[src/rtl/core/ocg_pkg.sv]
// shared types and constants of the overlap cost graph engine
// depends on nothing; imported by every module of the block but ocg_ram
package ocg_pkg;

  // default sizes
  localparam int OCG_MAX_VERTICES = 64;
  localparam int OCG_MAX_SYMBOLS  = 16;
  localparam int OCG_SYMBOL_BITS  = 4;

  // fixed field widths
  localparam int VIDX_W     = 6;
  localparam int WORD_IN_W  = 64;
  localparam int LEN_W      = 5;
  localparam int CNT_W      = 7;
  localparam int COST_W     = 4;
  localparam int CFG_IDX_W  = 1;
  localparam int CFG_DATA_W = 7;

  // item operations
  localparam logic OP_LOAD  = 1'b0;
  localparam logic OP_QUERY = 1'b1;

  // configuration register indexes
  localparam logic [CFG_IDX_W-1:0] CFG_WORD_LENGTH  = 1'b0;
  localparam logic [CFG_IDX_W-1:0] CFG_VERTEX_COUNT = 1'b1;

  // register reset values and limits
  localparam logic [LEN_W-1:0] WORD_LENGTH_RST  = 5'd10;
  localparam logic [CNT_W-1:0] VERTEX_COUNT_RST = 7'd64;
  localparam logic [LEN_W-1:0] MIN_LEN          = 5'd2;

  // controller to datapath
  typedef struct packed {
    logic              wr_en;
    logic [VIDX_W-1:0] addr;
    logic              load_pre;
    logic              pre_zero;
    logic [LEN_W-1:0]  len;
    logic              col_vld;
    logic [VIDX_W-1:0] col;
    logic              last;
    logic              fixed_zero;
  } cmd_t;

  // datapath to controller
  typedef struct packed {
    logic pend;
  } stat_t;

endpackage

[src/rtl/core/overlap_cost_graph_engine.sv]
// top level of the overlap cost graph engine
// depends on ocg_pkg, ocg_ctrl, ocg_dpath (and ocg_ram below it)
//
// channel  | handshake       | payload
// ---------+-----------------+-------------------------------------------------
// input    | start / busy    | in_op, in_vertex_index, in_word_symbols
// result   | out_valid       | out_column, out_edge_cost, out_is_edge, out_last
// config   | cfg_we          | cfg_index, cfg_data
//
// a load item leaves busy low, so loads may follow every cycle while no query runs
// a query reads the prefix word, loads it, then walks the columns,
// with one store read per column through a registered-read ram
// each column result passes the s1 register and the output register; results strobe one per cycle
// rst_n is synchronous; it clears the sequencer, the strobes and the registers
// word_length and vertex_count to 10 and 64; the word store is not cleared
// the receiver cannot stall: each result shows for exactly one cycle
module overlap_cost_graph_engine import ocg_pkg::*; #(
  parameter int MAX_VERTICES = OCG_MAX_VERTICES,
  parameter int MAX_SYMBOLS  = OCG_MAX_SYMBOLS,
  parameter int SYMBOL_BITS  = OCG_SYMBOL_BITS
) (
  input  logic                  clk,
  input  logic                  rst_n,
  // input channel
  input  logic                  start,
  output logic                  busy,
  input  logic                  in_op,
  input  logic [VIDX_W-1:0]     in_vertex_index,
  input  logic [WORD_IN_W-1:0]  in_word_symbols,
  // result channel
  output logic                  out_valid,
  output logic [VIDX_W-1:0]     out_column,
  output logic [COST_W-1:0]     out_edge_cost,
  output logic                  out_is_edge,
  output logic                  out_last,
  // configuration writes
  input  logic                  cfg_we,
  input  logic [CFG_IDX_W-1:0]  cfg_index,
  input  logic [CFG_DATA_W-1:0] cfg_data
);

  // command bundle from the sequencer, pipeline status back
  cmd_t  cmd;
  stat_t stat;

  // sequencer: holds the size registers, walks prefix read then every column
  ocg_ctrl #(
    .MAX_VERTICES(MAX_VERTICES),
    .MAX_SYMBOLS (MAX_SYMBOLS)
  ) u_ctrl (
    .clk            (clk),
    .rst_n          (rst_n),
    .start          (start),
    .busy           (busy),
    .in_op          (in_op),
    .in_vertex_index(in_vertex_index),
    .cfg_we         (cfg_we),
    .cfg_index      (cfg_index),
    .cfg_data       (cfg_data),
    .stat           (stat),
    .cmd            (cmd)
  );

  // datapath: word store, aligned prefix register, overlap compare, cost
  ocg_dpath #(
    .MAX_VERTICES(MAX_VERTICES),
    .MAX_SYMBOLS (MAX_SYMBOLS),
    .SYMBOL_BITS (SYMBOL_BITS)
  ) u_dpath (
    .clk            (clk),
    .rst_n          (rst_n),
    .cmd            (cmd),
    .in_word_symbols(in_word_symbols),
    .stat           (stat),
    .out_valid      (out_valid),
    .out_column     (out_column),
    .out_edge_cost  (out_edge_cost),
    .out_is_edge    (out_is_edge),
    .out_last       (out_last)
  );

endmodule

[src/rtl/core/ocg_ram.sv]
// generic simple dual port ram with registered read
// no dependencies
module ocg_ram #(
  parameter int WIDTH = 64,
  parameter int DEPTH = 64
) (
  input  logic                     clk,
  input  logic                     we,
  input  logic [$clog2(DEPTH)-1:0] waddr,
  input  logic [WIDTH-1:0]         wdata,
  input  logic [$clog2(DEPTH)-1:0] raddr,
  output logic [WIDTH-1:0]         rdata
);

  logic [WIDTH-1:0] mem [DEPTH];
  logic [WIDTH-1:0] rdata_r;

  always_ff @(posedge clk) begin
    if (we) begin
      mem[waddr] <= wdata;
    end
    rdata_r <= mem[raddr];
  end

  assign rdata = rdata_r;

endmodule

[src/rtl/core/ocg_ctrl.sv]
// controller: configuration registers and query sequencer
// depends on ocg_pkg
module ocg_ctrl import ocg_pkg::*; #(
  parameter int MAX_VERTICES = OCG_MAX_VERTICES,
  parameter int MAX_SYMBOLS  = OCG_MAX_SYMBOLS
) (
  input  logic                  clk,
  input  logic                  rst_n,
  input  logic                  start,
  output logic                  busy,
  input  logic                  in_op,
  input  logic [VIDX_W-1:0]     in_vertex_index,
  input  logic                  cfg_we,
  input  logic [CFG_IDX_W-1:0]  cfg_index,
  input  logic [CFG_DATA_W-1:0] cfg_data,
  input  stat_t                 stat,
  output cmd_t                  cmd
);

  localparam logic [1:0] S_IDLE  = 2'd0;
  localparam logic [1:0] S_PRE   = 2'd1;
  localparam logic [1:0] S_LOADP = 2'd2;
  localparam logic [1:0] S_RUN   = 2'd3;

  logic [1:0]        state_r, state_nxt;
  logic [LEN_W-1:0]  wl_r, wl_nxt;
  logic [CNT_W-1:0]  vc_r, vc_nxt;
  logic [VIDX_W-1:0] row_r, row_nxt;
  logic [VIDX_W-1:0] col_r, col_nxt;
  logic [LEN_W-1:0]  len_r, len_nxt;
  logic [CNT_W-1:0]  count_r, count_nxt;
  logic              accept;
  logic              col_last;
  logic [LEN_W-1:0]  len_sat;
  logic [CNT_W-1:0]  count_sat;

  assign busy     = (state_r != S_IDLE) || stat.pend;
  assign accept   = start && !busy;
  assign col_last = (CNT_W'(col_r) + CNT_W'(1)) == count_r;

  // clamp the configured sizes into the supported range
  always_comb begin
    if (wl_r > LEN_W'(MAX_SYMBOLS)) begin
      len_sat = LEN_W'(MAX_SYMBOLS);
    end else if (wl_r < MIN_LEN) begin
      len_sat = MIN_LEN;
    end else begin
      len_sat = wl_r;
    end
    if (vc_r > CNT_W'(MAX_VERTICES)) begin
      count_sat = CNT_W'(MAX_VERTICES);
    end else begin
      count_sat = vc_r;
    end
  end

  always_comb begin
    wl_nxt    = wl_r;
    vc_nxt    = vc_r;
    if (cfg_we) begin
      case (cfg_index)
        CFG_WORD_LENGTH:  wl_nxt = cfg_data[LEN_W-1:0];
        CFG_VERTEX_COUNT: vc_nxt = cfg_data[CNT_W-1:0];
        default: ;
      endcase
    end
  end

  always_comb begin
    state_nxt      = state_r;
    row_nxt        = row_r;
    col_nxt        = col_r;
    len_nxt        = len_r;
    count_nxt      = count_r;
    cmd            = '0;
    cmd.len        = len_r;
    cmd.addr       = row_r;
    case (state_r)
      S_IDLE: begin
        cmd.addr = in_vertex_index;
        if (accept) begin
          if (in_op == OP_QUERY) begin
            row_nxt   = in_vertex_index;
            len_nxt   = len_sat;
            count_nxt = count_sat;
            col_nxt   = '0;
            state_nxt = S_PRE;
          end else begin
            cmd.wr_en = 1'b1;
          end
        end
      end
      S_PRE: begin
        // prefix word read issued here
        state_nxt = (count_r == '0) ? S_IDLE : S_LOADP;
      end
      S_LOADP: begin
        cmd.load_pre = 1'b1;
        cmd.pre_zero = CNT_W'(row_r) >= CNT_W'(MAX_VERTICES);
        state_nxt    = S_RUN;
      end
      S_RUN: begin
        cmd.addr       = col_r;
        cmd.col_vld    = 1'b1;
        cmd.col        = col_r;
        cmd.last       = col_last;
        cmd.fixed_zero = (col_r < VIDX_W'(2)) || (col_r == row_r);
        if (col_last) begin
          state_nxt = S_IDLE;
        end else begin
          col_nxt = col_r + VIDX_W'(1);
        end
      end
      default: state_nxt = S_IDLE;
    endcase
  end

  always_ff @(posedge clk) begin
    if (!rst_n) begin
      state_r <= S_IDLE;
      wl_r    <= WORD_LENGTH_RST;
      vc_r    <= VERTEX_COUNT_RST;
    end else begin
      state_r <= state_nxt;
      wl_r    <= wl_nxt;
      vc_r    <= vc_nxt;
    end
  end

  always_ff @(posedge clk) begin
    row_r   <= row_nxt;
    col_r   <= col_nxt;
    len_r   <= len_nxt;
    count_r <= count_nxt;
  end

`ifndef SYNTH
  a_query_starts: assert property (@(posedge clk) disable iff (!rst_n)
    (accept && in_op == OP_QUERY) |=> (state_r == S_PRE))
    else $error("query accepted but sequencer did not start");

  a_col_steps: assert property (@(posedge clk) disable iff (!rst_n)
    (state_r == S_RUN && !col_last) |=> (col_r == VIDX_W'($past(col_r) + VIDX_W'(1))))
    else $error("column counter skipped");

  a_len_range: assert property (@(posedge clk) disable iff (!rst_n)
    (state_r != S_IDLE) |-> (len_r >= MIN_LEN && len_r <= LEN_W'(MAX_SYMBOLS)))
    else $error("word length out of range during query");
`endif

endmodule

[src/rtl/core/ocg_dpath.sv]
// datapath: word store, prefix alignment, overlap search and cost
// depends on ocg_pkg and ocg_ram
module ocg_dpath import ocg_pkg::*; #(
  parameter int MAX_VERTICES = OCG_MAX_VERTICES,
  parameter int MAX_SYMBOLS  = OCG_MAX_SYMBOLS,
  parameter int SYMBOL_BITS  = OCG_SYMBOL_BITS
) (
  input  logic                 clk,
  input  logic                 rst_n,
  input  cmd_t                 cmd,
  input  logic [WORD_IN_W-1:0] in_word_symbols,
  output stat_t                stat,
  output logic                 out_valid,
  output logic [VIDX_W-1:0]    out_column,
  output logic [COST_W-1:0]    out_edge_cost,
  output logic                 out_is_edge,
  output logic                 out_last
);

  localparam int WORD_W = MAX_SYMBOLS * SYMBOL_BITS;
  localparam int AW     = $clog2(MAX_VERTICES);
  localparam int SHW    = $clog2(WORD_W) + 1;

  logic [WORD_W-1:0] ram_rdata;
  logic              ram_we;
  logic [WORD_W-1:0] pre_top_r, pre_top_nxt;
  logic [LEN_W-1:0]  sh_sym;
  logic [SHW-1:0]    sh_bits;
  logic              s1_vld_r;
  logic [VIDX_W-1:0] s1_col_r;
  logic              s1_last_r;
  logic              s1_fz_r;
  logic [LEN_W-1:0]  best_ov;
  logic [LEN_W-1:0]  slack;
  logic [COST_W-1:0] cost;
  logic              out_valid_r;
  logic [VIDX_W-1:0] out_column_r;
  logic [COST_W-1:0] out_edge_cost_r;
  logic              out_last_r;

  assign ram_we = cmd.wr_en && (CNT_W'(cmd.addr) < CNT_W'(MAX_VERTICES));

  ocg_ram #(
    .WIDTH(WORD_W),
    .DEPTH(MAX_VERTICES)
  ) u_store (
    .clk  (clk),
    .we   (ram_we),
    .waddr(cmd.addr[AW-1:0]),
    .wdata(in_word_symbols[WORD_W-1:0]),
    .raddr(cmd.addr[AW-1:0]),
    .rdata(ram_rdata)
  );

  // align the prefix word so that its last symbol sits in the top slot
  assign sh_sym  = LEN_W'(MAX_SYMBOLS) - cmd.len;
  assign sh_bits = SHW'(sh_sym) * SHW'(SYMBOL_BITS);
  assign pre_top_nxt = cmd.pre_zero ? '0 : (ram_rdata << sh_bits);

  // every overlap candidate is compared at once, the longest one wins
  always_comb begin
    logic hit;
    best_ov = '0;
    for (int ov = 1; ov < MAX_SYMBOLS; ov++) begin
      hit = 1'b1;
      for (int j = 0; j < ov; j++) begin
        if (pre_top_r[(MAX_SYMBOLS - ov + j) * SYMBOL_BITS +: SYMBOL_BITS] !=
            ram_rdata[j * SYMBOL_BITS +: SYMBOL_BITS]) begin
          hit = 1'b0;
        end
      end
      if (hit && (LEN_W'(ov) < cmd.len)) begin
        best_ov = LEN_W'(ov);
      end
    end
  end

  // cost = (len-2-ov)/2+1 truncating toward zero, with slack = len-1-ov
  assign slack = cmd.len - LEN_W'(1) - best_ov;

  always_comb begin
    if (s1_fz_r || best_ov == '0) begin
      cost = '0;
    end else if (slack == '0) begin
      cost = COST_W'(1);
    end else begin
      cost = COST_W'((slack + LEN_W'(1)) >> 1);
    end
  end

  always_ff @(posedge clk) begin
    if (!rst_n) begin
      s1_vld_r    <= 1'b0;
      out_valid_r <= 1'b0;
    end else begin
      s1_vld_r    <= cmd.col_vld;
      out_valid_r <= s1_vld_r;
    end
  end

  always_ff @(posedge clk) begin
    if (cmd.load_pre) begin
      pre_top_r <= pre_top_nxt;
    end
    s1_col_r        <= cmd.col;
    s1_last_r       <= cmd.last;
    s1_fz_r         <= cmd.fixed_zero;
    out_column_r    <= s1_col_r;
    out_edge_cost_r <= cost;
    out_last_r      <= s1_last_r;
  end

  assign stat.pend     = s1_vld_r;
  assign out_valid     = out_valid_r;
  assign out_column    = out_column_r;
  assign out_edge_cost = out_edge_cost_r;
  assign out_is_edge   = out_edge_cost_r != '0;
  assign out_last      = out_last_r;

`ifndef SYNTH
  a_gap_after_last: assert property (@(posedge clk) disable iff (!rst_n)
    (out_valid_r && out_last_r) |=> !out_valid_r)
    else $error("item emitted right after last entry of a row");

  a_fixed_cols: assert property (@(posedge clk) disable iff (!rst_n)
    (out_valid_r && out_column_r < VIDX_W'(2)) |-> (out_edge_cost_r == '0))
    else $error("nonzero cost on a fixed zero column");

  a_pre_load_empty: assert property (@(posedge clk) disable iff (!rst_n)
    cmd.load_pre |-> (!s1_vld_r && !cmd.col_vld))
    else $error("prefix word loaded while columns in flight");
`endif

endmodule

[config.mk]
export PLATFORM = sky130hd
export DESIGN_NAME = overlap_cost_graph_engine
export DESIGN_NICKNAME = d
export VERILOG_FILES = /design/src/rtl/core/ocg_pkg.sv /design/src/rtl/core/overlap_cost_graph_engine.sv /design/src/rtl/core/ocg_ram.sv /design/src/rtl/core/ocg_ctrl.sv /design/src/rtl/core/ocg_dpath.sv
export SDC_FILE = /design/constraint.sdc
export NUM_CORES = 2
export LEC_CHECK = 0
export BUFFER_PORTS_ARGS = -buffer_cell sky130_fd_sc_hd__buf_2
export CAP_MARGIN = 20
export CORE_MARGIN = 10
export CORE_UTILIZATION = 50
export CTS_CLUSTER_SIZE = 8
export DETAILED_ROUTE_END_ITERATION = 10
export PLACE_DENSITY = 0.65
export REMOVE_ABC_BUFFERS = 1
export SYNTH_ARGS = -nofsm -noshare
export SYNTH_HDL_FRONTEND = slang
export SYNTH_HIERARCHICAL = 1
export SYNTH_SLANG_ARGS = --single-unit
[constraint.sdc]
create_clock -name clk -period 9.17 [get_ports clk]
set_input_delay 0.917 -clock clk [delete_from_list [all_inputs] [get_ports clk]]
set_output_delay 0.917 -clock clk [all_outputs]
set_load 0.005 [all_outputs]
==> impl_metrics.env <==
export IMPL_crit_top_cell="buf_4"
export IMPL_fin_worst_hold_slack_ns=0.06823
export IMPL_rr_worst_depth=8
export IMPL_cts_root_buf="clkbuf_16"
export IMPL_die_width_um=604.7
export IMPL_end_kind="flop"
export IMPL_path_cells="inv_1 -> ha_1 -> nand2_1 -> o21ai_4 -> buf_4 -> nand4_1 -> nor2_4 -> buf_4"
export IMPL_startpoint_type="flop"
export IMPL_area_delta_synth_final_pct=14.54
export IMPL_rsz0062_at_grt="no"
export IMPL_cts_hold_buf=0
export IMPL_cts_resized=0
export IMPL_report_final_slew_viol_count=0
export IMPL_worst_slew_pin_slew_ns=1.260
export IMPL_crit_type="reg2reg"
export IMPL_vias_per_cell=6.752
export IMPL_drive_above_1_share=0.2506
export IMPL_firstDrtPassIters=6
export IMPL_ir_drop_mv=0.2024
export IMPL_dp_cells=12700
export IMPL_syn_area_per_cell_um2=20.47
export IMPL_clock_fmax_ghz=0.1770
export IMPL_antenna_found_initial=25
export IMPL_setup_slack_ns=3.519
export IMPL_netlist_top_cell_by_area="edfxtp_1"
export IMPL_final_util=0.5757
export IMPL_reg2reg_to="u_dpath/u_store/mem[63][61]$_DFFE_PP_"
export IMPL_synth_edf_count=4180
export IMPL_io_pins=97
export IMPL_place_area_mm2=0.1777
export IMPL_path_buf_inv=3
export IMPL_routed_wl_mm=515.7
export IMPL_max_cap_viol_count=0
export IMPL_hold_start="in_vertex_index[4]"
export IMPL_drc_errors=0
export IMPL_cp_slowest_cell="nor2_4"
export IMPL_netlist_instances=8351
export IMPL_dp_hpwl_mm=272.8
export IMPL_clock_sinks=4279
export IMPL_finalSetupTns_ns=0
export IMPL_power_total_mw=53.82
export IMPL_grt_max_degree=128
export IMPL_ctsLongestPathBuffers=4
export IMPL_core_area_mm2=0.3401
export IMPL_hp_class="in2reg"
export IMPL_yosysMostFrequentCell="edfxtp_1"
export IMPL_grt_overflow=0
export IMPL_cts_tree="built"
export IMPL_drt_iter0_markers=13550
export IMPL_hold_end="u_ctrl/row_r[4]$_DFFE_PP_"
export IMPL_yosysUniqueCellTypes=80
export IMPL_clk_latency_ns=1.10
export IMPL_syn_area_mm2=0.1709
export IMPL_r2r_slack_ns=3.52
export IMPL_ys_seq_area_frac=0.7460
export IMPL_post_cts_buffers=0
export IMPL_fin_crit_ns=5.651
export IMPL_setup_viol=0
export IMPL_synth_top_area_frac=0.7344
export IMPL_synthFlopType="edfxtp_1"
export IMPL_hold_viol_final=0
export IMPL_grt_pass1_wl_mm=722.6
export IMPL_yosys_top_cells_area="edfxtp_1 73%, mux4_2 14%, xnor2_1 1.7%, dfxtp_1 1.2%, mux2i_1 0.94%"
export IMPL_grt_usage=0.2780
export IMPL_critPathTopFamily="simple AND/OR/NAND/NOR gates"
export IMPL_slew_headroom=0.1587
export IMPL_grt_pass1_vias=92710
export IMPL_fp_row_count=214
export IMPL_vias=92360
export IMPL_min_path_cells=1
export IMPL_routedWlPerCell_um=37.70
export IMPL_cp_arrival_ns=6.30
export IMPL_cts_buffers_inserted=607
export IMPL_worst_ep_required_time_ns=9.82
export IMPL_outcome="completed"
export IMPL_yosys_top_cells_count="4180 x edfxtp_1, 1054 x mux4_2, 334 x xnor2_1"
export IMPL_layout_nets=8900
export IMPL_stdcell_count=13680
export IMPL_clk_pin_slew_worst_paths_ns=0.05
export IMPL_power_density_mw_per_mm2=274.9
export IMPL_die_height_um=604.7
export IMPL_dieArea_mm2=0.3656
export IMPL_gp_routability_congestion=0.9214
export IMPL_ys_ff_latch=4279
export IMPL_cts_max_level=6
export IMPL_crit_fanout=49
export IMPL_finalInstanceArea_mm2=0.1958
export IMPL_port_buffers=96
export IMPL_worst_path_largest_cell_delay_ns=1.01
export IMPL_nFillCells=24580
export IMPL_p_leak_nw=60.93
export IMPL_yosysWarnings=6
export IMPL_timing_final_crit_share=0.6163
export IMPL_skew_ns=0.06558
export IMPL_ant_nets=0
export IMPL_async_reset_ff_frac=0
export IMPL_dp_slack_ns=3.587
export IMPL_start_util=0.5026
-- cell families (layout without fill, tap and decap cells) --
logic type | count (synthesis) | count (layout) | share of synthesized area
adder cells (fa/ha/maj) | 13 | 13 | 0.0009956
AND/OR/NAND/NOR | 1054 | 1054 | 0.03305
AO/OA/AOI/OAI | 687 | 687 | 0.02972
buffers and inverters | 609 | 1391 | 0.01642
multiplexers | 1226 | 1226 | 0.1490
other | 1 | 10 | 0.00002194
flip-flops | 4279 | 4279 | 0.7460
XOR/XNOR | 482 | 482 | 0.02474
-- registers in the layout (all words and copies together) (netlist names), named ones only --
register / cells
u_dpath/u_store/rdata: 64
u_dpath/u_store/mem: 4096
u_ctrl/state_r: 1
u_dpath/stat: 1
u_ctrl/row_r: 6
u_dpath/out_edge_cost: 4
u_dpath/s1_last_r: 1
u_dpath/s1_fz_r: 1
u_ctrl/col_r: 6
u_ctrl/count_r: 7
u_dpath/out_valid: 1
u_ctrl/wl_r: 5
u_ctrl/vc_r: 7
u_dpath/out_column: 6
u_dpath/pre_top_r: 60
u_dpath/out_last: 1
u_ctrl/len_r: 5
u_dpath/s1_col_r: 6
-- area by class of cell --
cell class	instances	area, um2	share of cell area
inverters	46	172.7	0.0008820
diodes	9	22.52	0.0001150
repair buffers	407	3649	0.01864
clock buffers	885	16480	0.08417
multi-input cells	3463	41270	0.2108
clock inverters	53	979.7	0.005004
well taps	4536	5675	0.02899
flip-flops and latches	4279	127500	0.6514
-- layout by cell type (no fill, tap or decap), types with 21 or more instances in the layout --
cell,instances
a211oi_1,96
a31oi_1,21
o221ai_1,38
and3_1,77
a22oi_1,168
or3_1,35
clkbuf_1,266
nand4_1,128
nand3_1,81
xnor2_1,332
nor3_1,41
o22ai_1,93
nand2b_1,53
nand2_1,167
nor2b_1,55
edfxtp_1,4180
buf_4,248
xor2_1,145
clkbuf_16,618
nor4_1,77
a41oi_1,27
buf_12,57
inv_1,46
a21oi_1,62
dfxtp_1,89
or2_2,28
nor2_4,64
o21ai_0,23
a22o_1,89
mux2i_1,161
nor2_1,153
buf_2,96
mux4_2,1054
-- metal layers --
metal,vias to the layer above,track usage,share of wire
met1,49140,0.3820,0.37
met3,1283,0.06725,0.12
li1,35610,-,-
met4,8,0.1086,0.044
met5,-,0,0.00010
met2,6311,0.4346,0.47
-- power by group --
part | total [mW] | internal, mW | leakage, nW | switching (mW)
Combinational | 10.8 | 4.26 | 14.1 | 6.56
Clock | 20.5 | 12.4 | 8.35 | 8.15
Sequential | 22.5 | 21.9 | 38.4 | 0.613
Total | 53.8 | 38.5 | 60.9 | 15.3
-- how the worst max path moves through the flow --
stage	slack, ns	depth (start not counted)	end	startpoint
detailed placement	3.59	8	u_dpath/u_store/mem[7][16]$_DFFE_PP_	flop
finish	3.52	8	u_dpath/u_store/mem[63][61]$_DFFE_PP_	flop
floorplan	-144.87	6	u_dpath/u_store/rdata[11]$_DFF_P_	in_vertex_index[0]
global placement	3.57	11	u_dpath/u_store/rdata[5]$_DFF_P_	flop
CTS	3.62	8	u_dpath/u_store/mem[7][63]$_DFFE_PP_	flop
global route	3.40	11	u_dpath/u_store/rdata[5]$_DFF_P_	flop
-- worst reg2reg max path: cells and delay by family, from the launching register on --
family	cells	cell delay, ns
AOI/OAI and AO/OA	1	0.20
and+or+nand+nor	3	2.13
buffers and inverters	3	1.73
adders and majority gates	1	0.72
DFF	1	0.40
(Power assumes the default switching activity.)
